## src/rpt_pkg.sv

```systemverilog
// Package for the row partition block: field widths, operation and error codes,
// controller states and the command/status structs between controller and datapath.
// No dependencies.
package rpt_pkg;

	// Fixed field widths
	localparam int OP_W   = 2;
	localparam int ID_W   = 63;
	localparam int ROW_W  = 6;
	localparam int CHAN_W = 4;
	localparam int ERR_W  = 2;

	// Default sizes
	localparam int MAX_TABLETS_DEF = 16;
	localparam int MAX_ROWS_DEF    = 64;

	// Operation codes
	localparam logic [OP_W-1:0] OP_ADD    = 2'd0;
	localparam logic [OP_W-1:0] OP_APPEND = 2'd1;
	localparam logic [OP_W-1:0] OP_FINISH = 2'd2;

	// Error codes
	localparam logic [ERR_W-1:0] ERR_NONE      = 2'd0;
	localparam logic [ERR_W-1:0] ERR_UNKNOWN   = 2'd1;
	localparam logic [ERR_W-1:0] ERR_ROWS_FULL = 2'd2;
	localparam logic [ERR_W-1:0] ERR_TAB_FULL  = 2'd3;

	// Phases of the multi-cycle row and channel loops
	localparam logic [1:0] PH_A = 2'd0;
	localparam logic [1:0] PH_B = 2'd1;
	localparam logic [1:0] PH_C = 2'd2;

	typedef enum logic [3:0] {
		ST_IDLE,
		ST_SCAN_ADD,
		ST_SCAN_APP,
		ST_FIN,
		ST_CLEAR,
		ST_COUNT,
		ST_PREFIX,
		ST_SCATTER,
		ST_OUTPUT
	} state_t;

	typedef enum logic [3:0] {
		CMD_NONE,
		CMD_LOAD,
		CMD_ADD,
		CMD_APPEND,
		CMD_EMIT_ERR,
		CMD_DONE,
		CMD_FIN_INIT,
		CMD_CLEAR,
		CMD_COUNT,
		CMD_PREFIX,
		CMD_SCATTER,
		CMD_OUTPUT
	} cmd_t;

	typedef struct packed {
		cmd_t       cmd;
		logic [1:0] ph;
	} dp_cmd_t;

	typedef struct packed {
		logic scan_done;
		logic ch_last;
		logic idx_top;
		logic idx_zero;
		logic err_set;
		logic rows_zero;
	} dp_stat_t;

endpackage

```

## src/row_partition_by_tablet.sv

```systemverilog
// Top level of the row partition block: controller plus datapath.
// Depends on rpt_pkg, rpt_ctrl and rpt_dp.
//
// Requests are taken when start is high and busy is low; the receiver cannot
// stall, so each result shows on the result ports for exactly one cycle with
// result_strobe high. An add or append request keeps busy high while the id
// is compared against the known table one entry a cycle through its single
// registered read port. A finish with a latched error, or with no rows,
// keeps busy high only in ST_FIN and gives one error result or nothing. A
// finish with rows keeps busy high through the deciding step, clearing the
// channel start table, counting per row, prefix sums per channel, scattering
// per row and emitting per row, each loop paced by the registered reads of
// the row store and the start table. The last row result is strobed in the
// same cycle that busy drops.
module row_partition_by_tablet #(
	parameter int MAX_TABLETS = rpt_pkg::MAX_TABLETS_DEF,
	parameter int MAX_ROWS    = rpt_pkg::MAX_ROWS_DEF
) (
	input  logic                       clk,
	input  logic                       arst_n,
	input  logic                       start,
	output logic                       busy,
	input  logic [rpt_pkg::OP_W-1:0]   operation,
	input  logic [rpt_pkg::ID_W-1:0]   tablet_key,
	output logic                       result_strobe,
	output logic                       row_valid,
	output logic [rpt_pkg::ROW_W-1:0]  row_index,
	output logic [rpt_pkg::CHAN_W-1:0] channel_rank,
	output logic [rpt_pkg::ERR_W-1:0]  error_code,
	output logic                       is_last
);
	import rpt_pkg::*;

	dp_cmd_t  cmd;
	dp_stat_t stat;

	// Sequencer
	rpt_ctrl u_ctrl (
		.clk       (clk),
		.arst_n    (arst_n),
		.start     (start),
		.operation (operation),
		.stat      (stat),
		.cmd       (cmd),
		.busy      (busy)
	);

	// Tables, counters and result registers
	rpt_dp #(
		.MAX_TABLETS (MAX_TABLETS),
		.MAX_ROWS    (MAX_ROWS)
	) u_dp (
		.clk           (clk),
		.arst_n        (arst_n),
		.tablet_key    (tablet_key),
		.cmd           (cmd),
		.stat          (stat),
		.result_strobe (result_strobe),
		.row_valid     (row_valid),
		.row_index     (row_index),
		.channel_rank  (channel_rank),
		.error_code    (error_code),
		.is_last       (is_last)
	);

endmodule

```

## src/rpt_ctrl.sv

```systemverilog
// Controller of the row partition block: sequences the id lookup and the clear /
// count / prefix / scatter / output walk of a finish. Depends on rpt_pkg.
module rpt_ctrl (
	input  logic                     clk,
	input  logic                     arst_n,
	input  logic                     start,
	input  logic [rpt_pkg::OP_W-1:0] operation,
	input  rpt_pkg::dp_stat_t        stat,
	output rpt_pkg::dp_cmd_t         cmd,
	output logic                     busy
);
	import rpt_pkg::*;

	state_t     state_q, state_d;
	logic [1:0] ph_q, ph_d;

	// State register
	always_ff @(posedge clk or negedge arst_n) begin
		if (!arst_n) begin
			state_q <= ST_IDLE;
			ph_q    <= PH_A;
		end else begin
			state_q <= state_d;
			ph_q    <= ph_d;
		end
	end

	// Next state and commands
	always_comb begin
		state_d = state_q;
		ph_d    = ph_q;
		cmd.cmd = CMD_NONE;
		cmd.ph  = ph_q;
		busy    = (state_q != ST_IDLE);
		unique case (state_q)
			ST_IDLE: begin
				ph_d = PH_A;
				if (start) begin
					unique case (operation)
						OP_ADD: begin
							cmd.cmd = CMD_LOAD;
							state_d = ST_SCAN_ADD;
						end
						OP_APPEND: begin
							cmd.cmd = CMD_LOAD;
							state_d = ST_SCAN_APP;
						end
						OP_FINISH: state_d = ST_FIN;
						default: ;
					endcase
				end
			end
			ST_SCAN_ADD: begin
				if (stat.scan_done) begin
					cmd.cmd = CMD_ADD;
					state_d = ST_IDLE;
				end
			end
			ST_SCAN_APP: begin
				if (stat.scan_done) begin
					cmd.cmd = CMD_APPEND;
					state_d = ST_IDLE;
				end
			end
			ST_FIN: begin
				priority if (stat.err_set) begin
					cmd.cmd = CMD_EMIT_ERR;
					state_d = ST_IDLE;
				end else if (stat.rows_zero) begin
					cmd.cmd = CMD_DONE;
					state_d = ST_IDLE;
				end else begin
					cmd.cmd = CMD_FIN_INIT;
					state_d = ST_CLEAR;
				end
			end
			ST_CLEAR: begin
				cmd.cmd = CMD_CLEAR;
				if (stat.ch_last) begin
					state_d = ST_COUNT;
				end
			end
			ST_COUNT: begin
				cmd.cmd = CMD_COUNT;
				if (ph_q == PH_C) begin
					ph_d = PH_A;
					if (stat.idx_top) state_d = ST_PREFIX;
				end else begin
					ph_d = ph_q + 2'd1;
				end
			end
			ST_PREFIX: begin
				cmd.cmd = CMD_PREFIX;
				if (ph_q == PH_B) begin
					ph_d = PH_A;
					if (stat.ch_last) state_d = ST_SCATTER;
				end else begin
					ph_d = PH_B;
				end
			end
			ST_SCATTER: begin
				cmd.cmd = CMD_SCATTER;
				if (ph_q == PH_C) begin
					ph_d = PH_A;
					if (stat.idx_zero) state_d = ST_OUTPUT;
				end else begin
					ph_d = ph_q + 2'd1;
				end
			end
			ST_OUTPUT: begin
				cmd.cmd = CMD_OUTPUT;
				if (ph_q == PH_C) begin
					ph_d = PH_A;
					if (stat.idx_top) state_d = ST_IDLE;
				end else begin
					ph_d = ph_q + 2'd1;
				end
			end
			default: state_d = ST_IDLE;
		endcase
	end

endmodule

```

## src/rpt_dp.sv

```systemverilog
// Datapath of the row partition block: known-id table, row channel store,
// channel start table, ordered row list, loop counters and result registers.
// Depends on rpt_pkg.
module rpt_dp #(
	parameter int MAX_TABLETS = rpt_pkg::MAX_TABLETS_DEF,
	parameter int MAX_ROWS    = rpt_pkg::MAX_ROWS_DEF
) (
	input  logic                       clk,
	input  logic                       arst_n,
	input  logic [rpt_pkg::ID_W-1:0]   tablet_key,
	input  rpt_pkg::dp_cmd_t           cmd,
	output rpt_pkg::dp_stat_t          stat,
	output logic                       result_strobe,
	output logic                       row_valid,
	output logic [rpt_pkg::ROW_W-1:0]  row_index,
	output logic [rpt_pkg::CHAN_W-1:0] channel_rank,
	output logic [rpt_pkg::ERR_W-1:0]  error_code,
	output logic                       is_last
);
	import rpt_pkg::*;

	localparam int TW  = (MAX_TABLETS > 1) ? $clog2(MAX_TABLETS) : 1;
	localparam int KW  = $clog2(MAX_TABLETS + 1);
	localparam int RIW = (MAX_ROWS > 1) ? $clog2(MAX_ROWS) : 1;
	localparam int RCW = $clog2(MAX_ROWS + 1);

	// Memories
	logic [ID_W-1:0] kt_mem  [MAX_TABLETS];
	logic [TW-1:0]   rc_mem  [MAX_ROWS];
	logic [RCW-1:0]  st_mem  [MAX_TABLETS];
	logic [RIW-1:0]  ord_mem [MAX_ROWS];

	logic [ID_W-1:0] kt_rd_q;
	logic [TW-1:0]   rc_rd_q;
	logic [RCW-1:0]  st_rd_q;
	logic [RIW-1:0]  ord_rd_q;

	// Control registers
	logic [KW-1:0]    known_cnt_q;
	logic [RCW-1:0]   row_cnt_q;
	logic [ERR_W-1:0] err_q;
	logic [KW-1:0]    k_q;
	logic             v_s1;
	logic [KW-1:0]    ch_q;
	logic [RCW-1:0]   idx_q;
	logic             strobe_q;

	// Payload registers
	logic [ID_W-1:0]   id_q;
	logic [KW-1:0]     rank_q;
	logic              hit_q;
	logic [RCW-1:0]    acc_q;
	logic              row_valid_q;
	logic [ROW_W-1:0]  row_index_q;
	logic [CHAN_W-1:0] channel_rank_q;
	logic [ERR_W-1:0]  error_code_q;
	logic              is_last_q;

	// Combinational
	logic             scan_issue;
	logic             ch_last, idx_top, idx_zero;
	logic             add_new, rc_we, st_we, ord_we;
	logic [ERR_W-1:0] err_new;
	logic [RIW-1:0]   rc_ra;
	logic [TW-1:0]    st_ra, st_wa;
	logic [RCW-1:0]   st_wd, st_sum, st_dec;
	logic [TW-1:0]    rc_wd;
	logic             emit_row;

	assign scan_issue = (k_q < known_cnt_q);
	assign ch_last    = (ch_q == known_cnt_q - 1'b1);
	assign idx_top    = (idx_q == row_cnt_q - 1'b1);
	assign idx_zero   = (idx_q == '0);
	assign st_sum     = acc_q + st_rd_q;
	assign st_dec     = st_rd_q - 1'b1;
	assign emit_row   = (cmd.cmd == CMD_OUTPUT) && (cmd.ph == PH_C);

	assign stat.scan_done = !scan_issue && !v_s1;
	assign stat.ch_last   = ch_last;
	assign stat.idx_top   = idx_top;
	assign stat.idx_zero  = idx_zero;
	assign stat.err_set   = (err_q != ERR_NONE);
	assign stat.rows_zero = (row_cnt_q == '0);

	// Commit of add / append and error detection
	always_comb begin
		add_new = 1'b0;
		rc_we   = 1'b0;
		err_new = ERR_NONE;
		rc_wd   = hit_q ? rank_q[TW-1:0] : '0;
		if (cmd.cmd == CMD_ADD && !hit_q) begin
			if (known_cnt_q == KW'(MAX_TABLETS)) err_new = ERR_TAB_FULL;
			else                                 add_new = 1'b1;
		end
		if (cmd.cmd == CMD_APPEND) begin
			if (row_cnt_q == RCW'(MAX_ROWS)) begin
				err_new = ERR_ROWS_FULL;
			end else begin
				rc_we = 1'b1;
				if (!hit_q) err_new = ERR_UNKNOWN;
			end
		end
	end

	// Read address selection: row store by ordered row while emitting
	always_comb begin
		rc_ra = (cmd.cmd == CMD_OUTPUT) ? ord_rd_q : idx_q[RIW-1:0];
		st_ra = (cmd.cmd == CMD_PREFIX) ? ch_q[TW-1:0] : rc_rd_q;
	end

	// Start table write port
	always_comb begin
		st_we  = 1'b0;
		st_wa  = rc_rd_q;
		st_wd  = '0;
		ord_we = 1'b0;
		unique case (cmd.cmd)
			CMD_CLEAR: begin
				st_we = 1'b1;
				st_wa = ch_q[TW-1:0];
			end
			CMD_COUNT: begin
				st_we = (cmd.ph == PH_C);
				st_wd = st_rd_q + 1'b1;
			end
			CMD_PREFIX: begin
				st_we = (cmd.ph == PH_B);
				st_wa = ch_q[TW-1:0];
				st_wd = st_sum;
			end
			CMD_SCATTER: begin
				st_we  = (cmd.ph == PH_C);
				ord_we = (cmd.ph == PH_C);
				st_wd  = st_dec;
			end
			default: ;
		endcase
	end

	// Known-id table
	always_ff @(posedge clk) begin
		kt_rd_q <= kt_mem[k_q[TW-1:0]];
		if (add_new) kt_mem[known_cnt_q[TW-1:0]] <= id_q;
	end

	// Row channel store, read by row index or by ordered row
	always_ff @(posedge clk) begin
		rc_rd_q <= rc_mem[rc_ra];
		if (rc_we) rc_mem[row_cnt_q[RIW-1:0]] <= rc_wd;
	end

	// Channel start table
	always_ff @(posedge clk) begin
		st_rd_q <= st_mem[st_ra];
		if (st_we) st_mem[st_wa] <= st_wd;
	end

	// Ordered row list
	always_ff @(posedge clk) begin
		ord_rd_q <= ord_mem[idx_q[RIW-1:0]];
		if (ord_we) ord_mem[st_dec[RIW-1:0]] <= idx_q[RIW-1:0];
	end

	// Counters, error flag and result strobe
	always_ff @(posedge clk or negedge arst_n) begin
		if (!arst_n) begin
			known_cnt_q <= '0;
			row_cnt_q   <= '0;
			err_q       <= ERR_NONE;
			k_q         <= '0;
			v_s1        <= 1'b0;
			ch_q        <= '0;
			idx_q       <= '0;
			strobe_q    <= 1'b0;
		end else begin
			strobe_q <= 1'b0;
			// id scan over the known table, one entry a cycle
			if (cmd.cmd == CMD_LOAD) begin
				k_q  <= '0;
				v_s1 <= 1'b0;
			end else begin
				v_s1 <= scan_issue;
				if (scan_issue) k_q <= k_q + 1'b1;
			end
			if (add_new) known_cnt_q <= known_cnt_q + 1'b1;
			if (rc_we)   row_cnt_q   <= row_cnt_q + 1'b1;
			if (err_q == ERR_NONE && err_new != ERR_NONE) err_q <= err_new;
			unique case (cmd.cmd)
				CMD_EMIT_ERR: begin
					strobe_q  <= 1'b1;
					row_cnt_q <= '0;
					err_q     <= ERR_NONE;
				end
				CMD_DONE: begin
					row_cnt_q <= '0;
					err_q     <= ERR_NONE;
				end
				CMD_FIN_INIT: begin
					ch_q  <= '0;
					idx_q <= '0;
				end
				CMD_CLEAR: begin
					ch_q <= ch_last ? '0 : ch_q + 1'b1;
				end
				CMD_COUNT: begin
					if (cmd.ph == PH_C) idx_q <= idx_top ? '0 : idx_q + 1'b1;
				end
				CMD_PREFIX: begin
					if (cmd.ph == PH_B) begin
						if (ch_last) begin
							ch_q  <= '0;
							idx_q <= row_cnt_q - 1'b1;
						end else begin
							ch_q <= ch_q + 1'b1;
						end
					end
				end
				CMD_SCATTER: begin
					if (cmd.ph == PH_C) idx_q <= idx_zero ? '0 : idx_q - 1'b1;
				end
				CMD_OUTPUT: begin
					if (emit_row) begin
						strobe_q <= 1'b1;
						idx_q    <= idx_q + 1'b1;
						if (idx_top) row_cnt_q <= '0;
					end
				end
				default: ;
			endcase
		end
	end

	// Lookup accumulators, prefix accumulator and result payload
	always_ff @(posedge clk) begin
		if (cmd.cmd == CMD_LOAD) begin
			id_q   <= tablet_key;
			rank_q <= '0;
			hit_q  <= 1'b0;
		end else if (v_s1) begin
			if (kt_rd_q < id_q)       rank_q <= rank_q + 1'b1;
			else if (kt_rd_q == id_q) hit_q  <= 1'b1;
		end
		if (cmd.cmd == CMD_FIN_INIT) begin
			acc_q <= '0;
		end else if (cmd.cmd == CMD_PREFIX && cmd.ph == PH_B) begin
			acc_q <= st_sum;
		end
		if (cmd.cmd == CMD_EMIT_ERR) begin
			row_valid_q    <= 1'b0;
			row_index_q    <= '0;
			channel_rank_q <= '0;
			error_code_q   <= err_q;
			is_last_q      <= 1'b1;
		end else if (emit_row) begin
			row_valid_q    <= 1'b1;
			row_index_q    <= ROW_W'(ord_rd_q);
			channel_rank_q <= CHAN_W'(rc_rd_q);
			error_code_q   <= ERR_NONE;
			is_last_q      <= idx_top;
		end
	end

	assign result_strobe = strobe_q;
	assign row_valid     = row_valid_q;
	assign row_index     = row_index_q;
	assign channel_rank  = channel_rank_q;
	assign error_code    = error_code_q;
	assign is_last       = is_last_q;

endmodule

```

## config.mk

```make
export PLATFORM = sky130hd
export DESIGN_NAME = row_partition_by_tablet
export DESIGN_NICKNAME = d
export VERILOG_FILES = /design/src/rpt_pkg.sv /design/src/row_partition_by_tablet.sv /design/src/rpt_ctrl.sv /design/src/rpt_dp.sv
export SDC_FILE = /design/constraint.sdc
export NUM_CORES = 2
export LEC_CHECK = 0
export ABC_AREA = 0
export BUFFER_PORTS_ARGS = -buffer_cell sky130_fd_sc_hd__buf_2
export CAP_MARGIN = 20
export CELL_PAD_IN_SITES_DETAIL_PLACEMENT = 0
export CELL_PAD_IN_SITES_GLOBAL_PLACEMENT = 1
export CORE_ASPECT_RATIO = 0.75
export CORE_MARGIN = 5
export CORE_UTILIZATION = 30
export CTS_BUF_LIST = sky130_fd_sc_hd__clkbuf_4
export DETAILED_ROUTE_END_ITERATION = 10
export GPL_TIMING_DRIVEN = 0
export PLACE_DENSITY = 0.57
export SLEW_MARGIN = 10
export SYNTH_ARGS = -nofsm -noshare
export SYNTH_HDL_FRONTEND = slang
export SYNTH_HIERARCHICAL = 1
export SYNTH_SLANG_ARGS = --single-unit
```

## constraint.sdc

```tcl
create_clock -name clk -period 9.7 [get_ports clk]
set_input_delay 0.485 -clock clk [delete_from_list [all_inputs] [get_ports clk]]
set_output_delay 0.485 -clock clk [all_outputs]
set_load 0.03 [all_outputs]
```

==> metrics <==
total number of H-tree levels=5; final number of max-transition violations=0; top_reg_cell synth=edfxtp_1; wire length of the first global-routing pass=288 mm; Crit. End Element=flop; clock-pin transition on the worst setup and hold timing paths=70 ps; Final Hold Violating Endpoints=0; commonest cells in the synthesized netlist=1809 x edfxtp_1, 500 x mux4_2, 238 x nor2_1; worst reg2reg endpoint=u_dp/kt_mem[7][36]; P_leak=30.1 nW; Setup CP Type=flop to flop; fraction of final layout cells with drive strength greater than 1=31.6%; # rows=160; multi-input combinational cell area=0.0183 mm^2; summed negative setup slack over all endpoints=0 ps; unrepaired setup endpoints after global routing=no; cell at the root of the clock tree=clkbuf_4; synthesized area per cell=20.2 um^2; final core occ=35.8%; type of the most critical hold path=primary input to flop; worst setup slack for register-to-register paths=3280 ps; Ys Warns=6; initial core utilization=30.2%; die outline area=0.266 mm^2; number of flip-flops and latches in the synthesized netlist=1950; Die X=594 um; number of global-route vias before repair=41500; time the worst path needs with I/O delays and setup=6420 ps; Arrival @ worst endpoint=7310 ps; count of flip-flops with a built-in enable after synthesis=1809; routed via count divided by cell count=4.82; crit start category=flop; # IOs=84; flip-flop and latch area=0.0573 mm^2; global-route total usage across every layer=14.7%; setup clock skew after layout=120 ps; Pwr per Cell Area=274 mW/mm^2; synthesized cell area=0.0767 mm^2; highest attainable clock frequency=0.156 GHz; Post CTS Setup Buffer Count=0; highest ir drop seen on vdd=0.000152 V; TritonCTS sink count=1950; DR WL/cell=23.6 um; largest net degree at the start of global routing=47; CP Data Required Time=10590 ps; number of antenna violations at the first check in global routing=9; placed wire-length estimate=128 mm; number of nets still failing antenna checks after routing=0; power after layout=24.9 mW; share of the clock period used by the worst path=66.2%; CP max FO=7; Slew headroom=28.4%; reported max-cap violation count=0; Max Buffers Root-to-Sink=4; outcome=completed; cell accounting for the most synthesized area=edfxtp_1; instance count of the mapped netlist=3803; actual transition at the worst max-transition pin=1070 ps; total nets after synthesis=3963; Die Height=448 um; launch instance of the worst register-to-register path=u_dp/known_cnt_q[1]; final wirelength=199 mm; layout overhead on the synthesized area=18.6%; Yosys cell types=82; leading post-synthesis cells by cell area=edfxtp_1 71%, mux4_2 15%, dfxtp_1 2.7%; total number of vias=40600; area share of the largest cell type after synthesis=70.8%; most used standard cell by instance count after synthesis=edfxtp_1; share of synthesized area occupied by flip-flops and latches=74.8%; clock insertion delay at the later pin of the skew report=1290 ps; RD Place Congestion=0.788; CTS Buf Count=475; Worst R2R Path Depth=20; number of search-and-repair iterations in the first detailed-routing pass=5; Overflow after GRT=0; core region area=0.254 mm^2; beginning of the critical path=u_dp/known_cnt_q[1]; capturing instance or port of the critical path=u_dp/kt_mem[7][36]; DRC Markers=0; TritonCTS clock tree=done; Final #Nets=4780; Final setup viols=0; Buffers on Ports=83; number of instances resized during post-cts repair=0; Worst Hold Depth=6; Filler Cell Count=23800; share of synthesized flip-flops with an asynchronous set or reset=2.00%; Starting DRT DRC Count=3516
==> final cells by class <==
class / instances / area share [%]
inverter: 98 / 0.410
buffer: 182 / 0.910
clock buffer: 726 / 5.99
sequential: 1950 / 63.0
multi-input combinational: 1573 / 20.1
clock inverter: 150 / 0.950
timing repair buffer: 340 / 3.94
tap: 3402 / 4.68
antenna: 5 / 0.0138
==> power breakdown <==
part	internal [mW]	switching [mW]
sequential	9.97	0.401
combinational	3.32	4.28
clock	3.65	3.30
total	16.9	7.98
==> state kept, by name, summed over array words and instances, names as in the netlist, 7 cells and up <==
register	flops
u_dp/row_cnt_q	7
u_dp/kt_rd_q	63
u_dp/kt_mem	1008
u_dp/ord_mem	384
u_dp/st_mem	96
u_dp/rc_mem	256
u_dp/idx_q	7
u_dp/id_q	63
==> layout by cell type, fill, tap and decap left out, types with 91 or more instances in the layout <==
master,count
dlygate4sd3_1,134
clkbuf_1,106
edfxtp_1,1809
dfxtp_1,102
clkinv_1,110
nand2_1,142
ha_1,91
mux4_2,500
nor2_1,233
buf_2,111
inv_1,97
clkbuf_4,727
==> layer usage <==
layer	vias up	part of all wire [%]	global-route usage, %
li1	17500	-	-
met1	21400	48	22.2
met2	1394	44	21.7
met3	276	6.5	2.92
met4	0	1.7	3.71
met5	-	0	0
==> critical path, stage by stage, from the launching register on <==
cell	delay (ps)
dfrtp_1	420
inv_1	200
ha_1	270
a21o_1	170
a21o_1	170
a21o_1	170
a21oi_1	590
nor2_1	270
nor2_1	150
o21ai_0	90
nand2_1	100
o21ai_0	280
nand2b_1	330
nor4_1	770
nand2_1	360
nor3_2	610
buf_4	340
buf_4	250
buf_6	180
buf_6	150
buf_4	190
==> what timing repair did <==
| item | 4_1_cts | 5_1_grt |
|---|---|---|
| setup endpoints to repair | 0 | 0 |
| hold buffers | 135 | 0 |
| hold endpoints to repair | 105 | 0 |
==> how the worst min path moves through the flow <==
stage	start	to	slack, ps
finish	operation[1]	u_ctrl/state_q[3]	290
global route	operation[1]	u_ctrl/state_q[3]	160
CTS	operation[1]	u_ctrl/state_q[3]	80
detailed placement	u_dp/channel_rank[0]	u_dp/channel_rank[0]	450
global placement	u_dp/ord_rd_q[5]	u_dp/row_index[5]	440
floorplan	arst_n	u_ctrl/ph_q[0]	190
==> per-stage QoR <==
stage          cell area [um^2]  instances  worst slack [ps]  hold WS (ps)
6_report                  91000       8426              3280           293
5_1_grt                   91000       8423              2750           164
4_1_cts                   90900       8412              3180          78.1
3_5_place_dp              83200       7401              3290           447
3_3_place_gp              81400       7288             -6370           442
2_1_floorplan             76700       3803              1870           189
==> kinds of logic (layout without fill, tap and decap cells) <==
family,Yosys count,in the layout,share of synthesized area (%)
compound gates,245,245,2.08
xor+xnor,53,53,0.641
fa+ha+maj,92,92,1.51
buf+inv,280,1496,1.56
flops,1950,1950,74.8
mux,568,568,15.6
other cells,0,5,0
simple gates,615,615,3.83
Note: power is estimated with default switching activity, not from simulation.
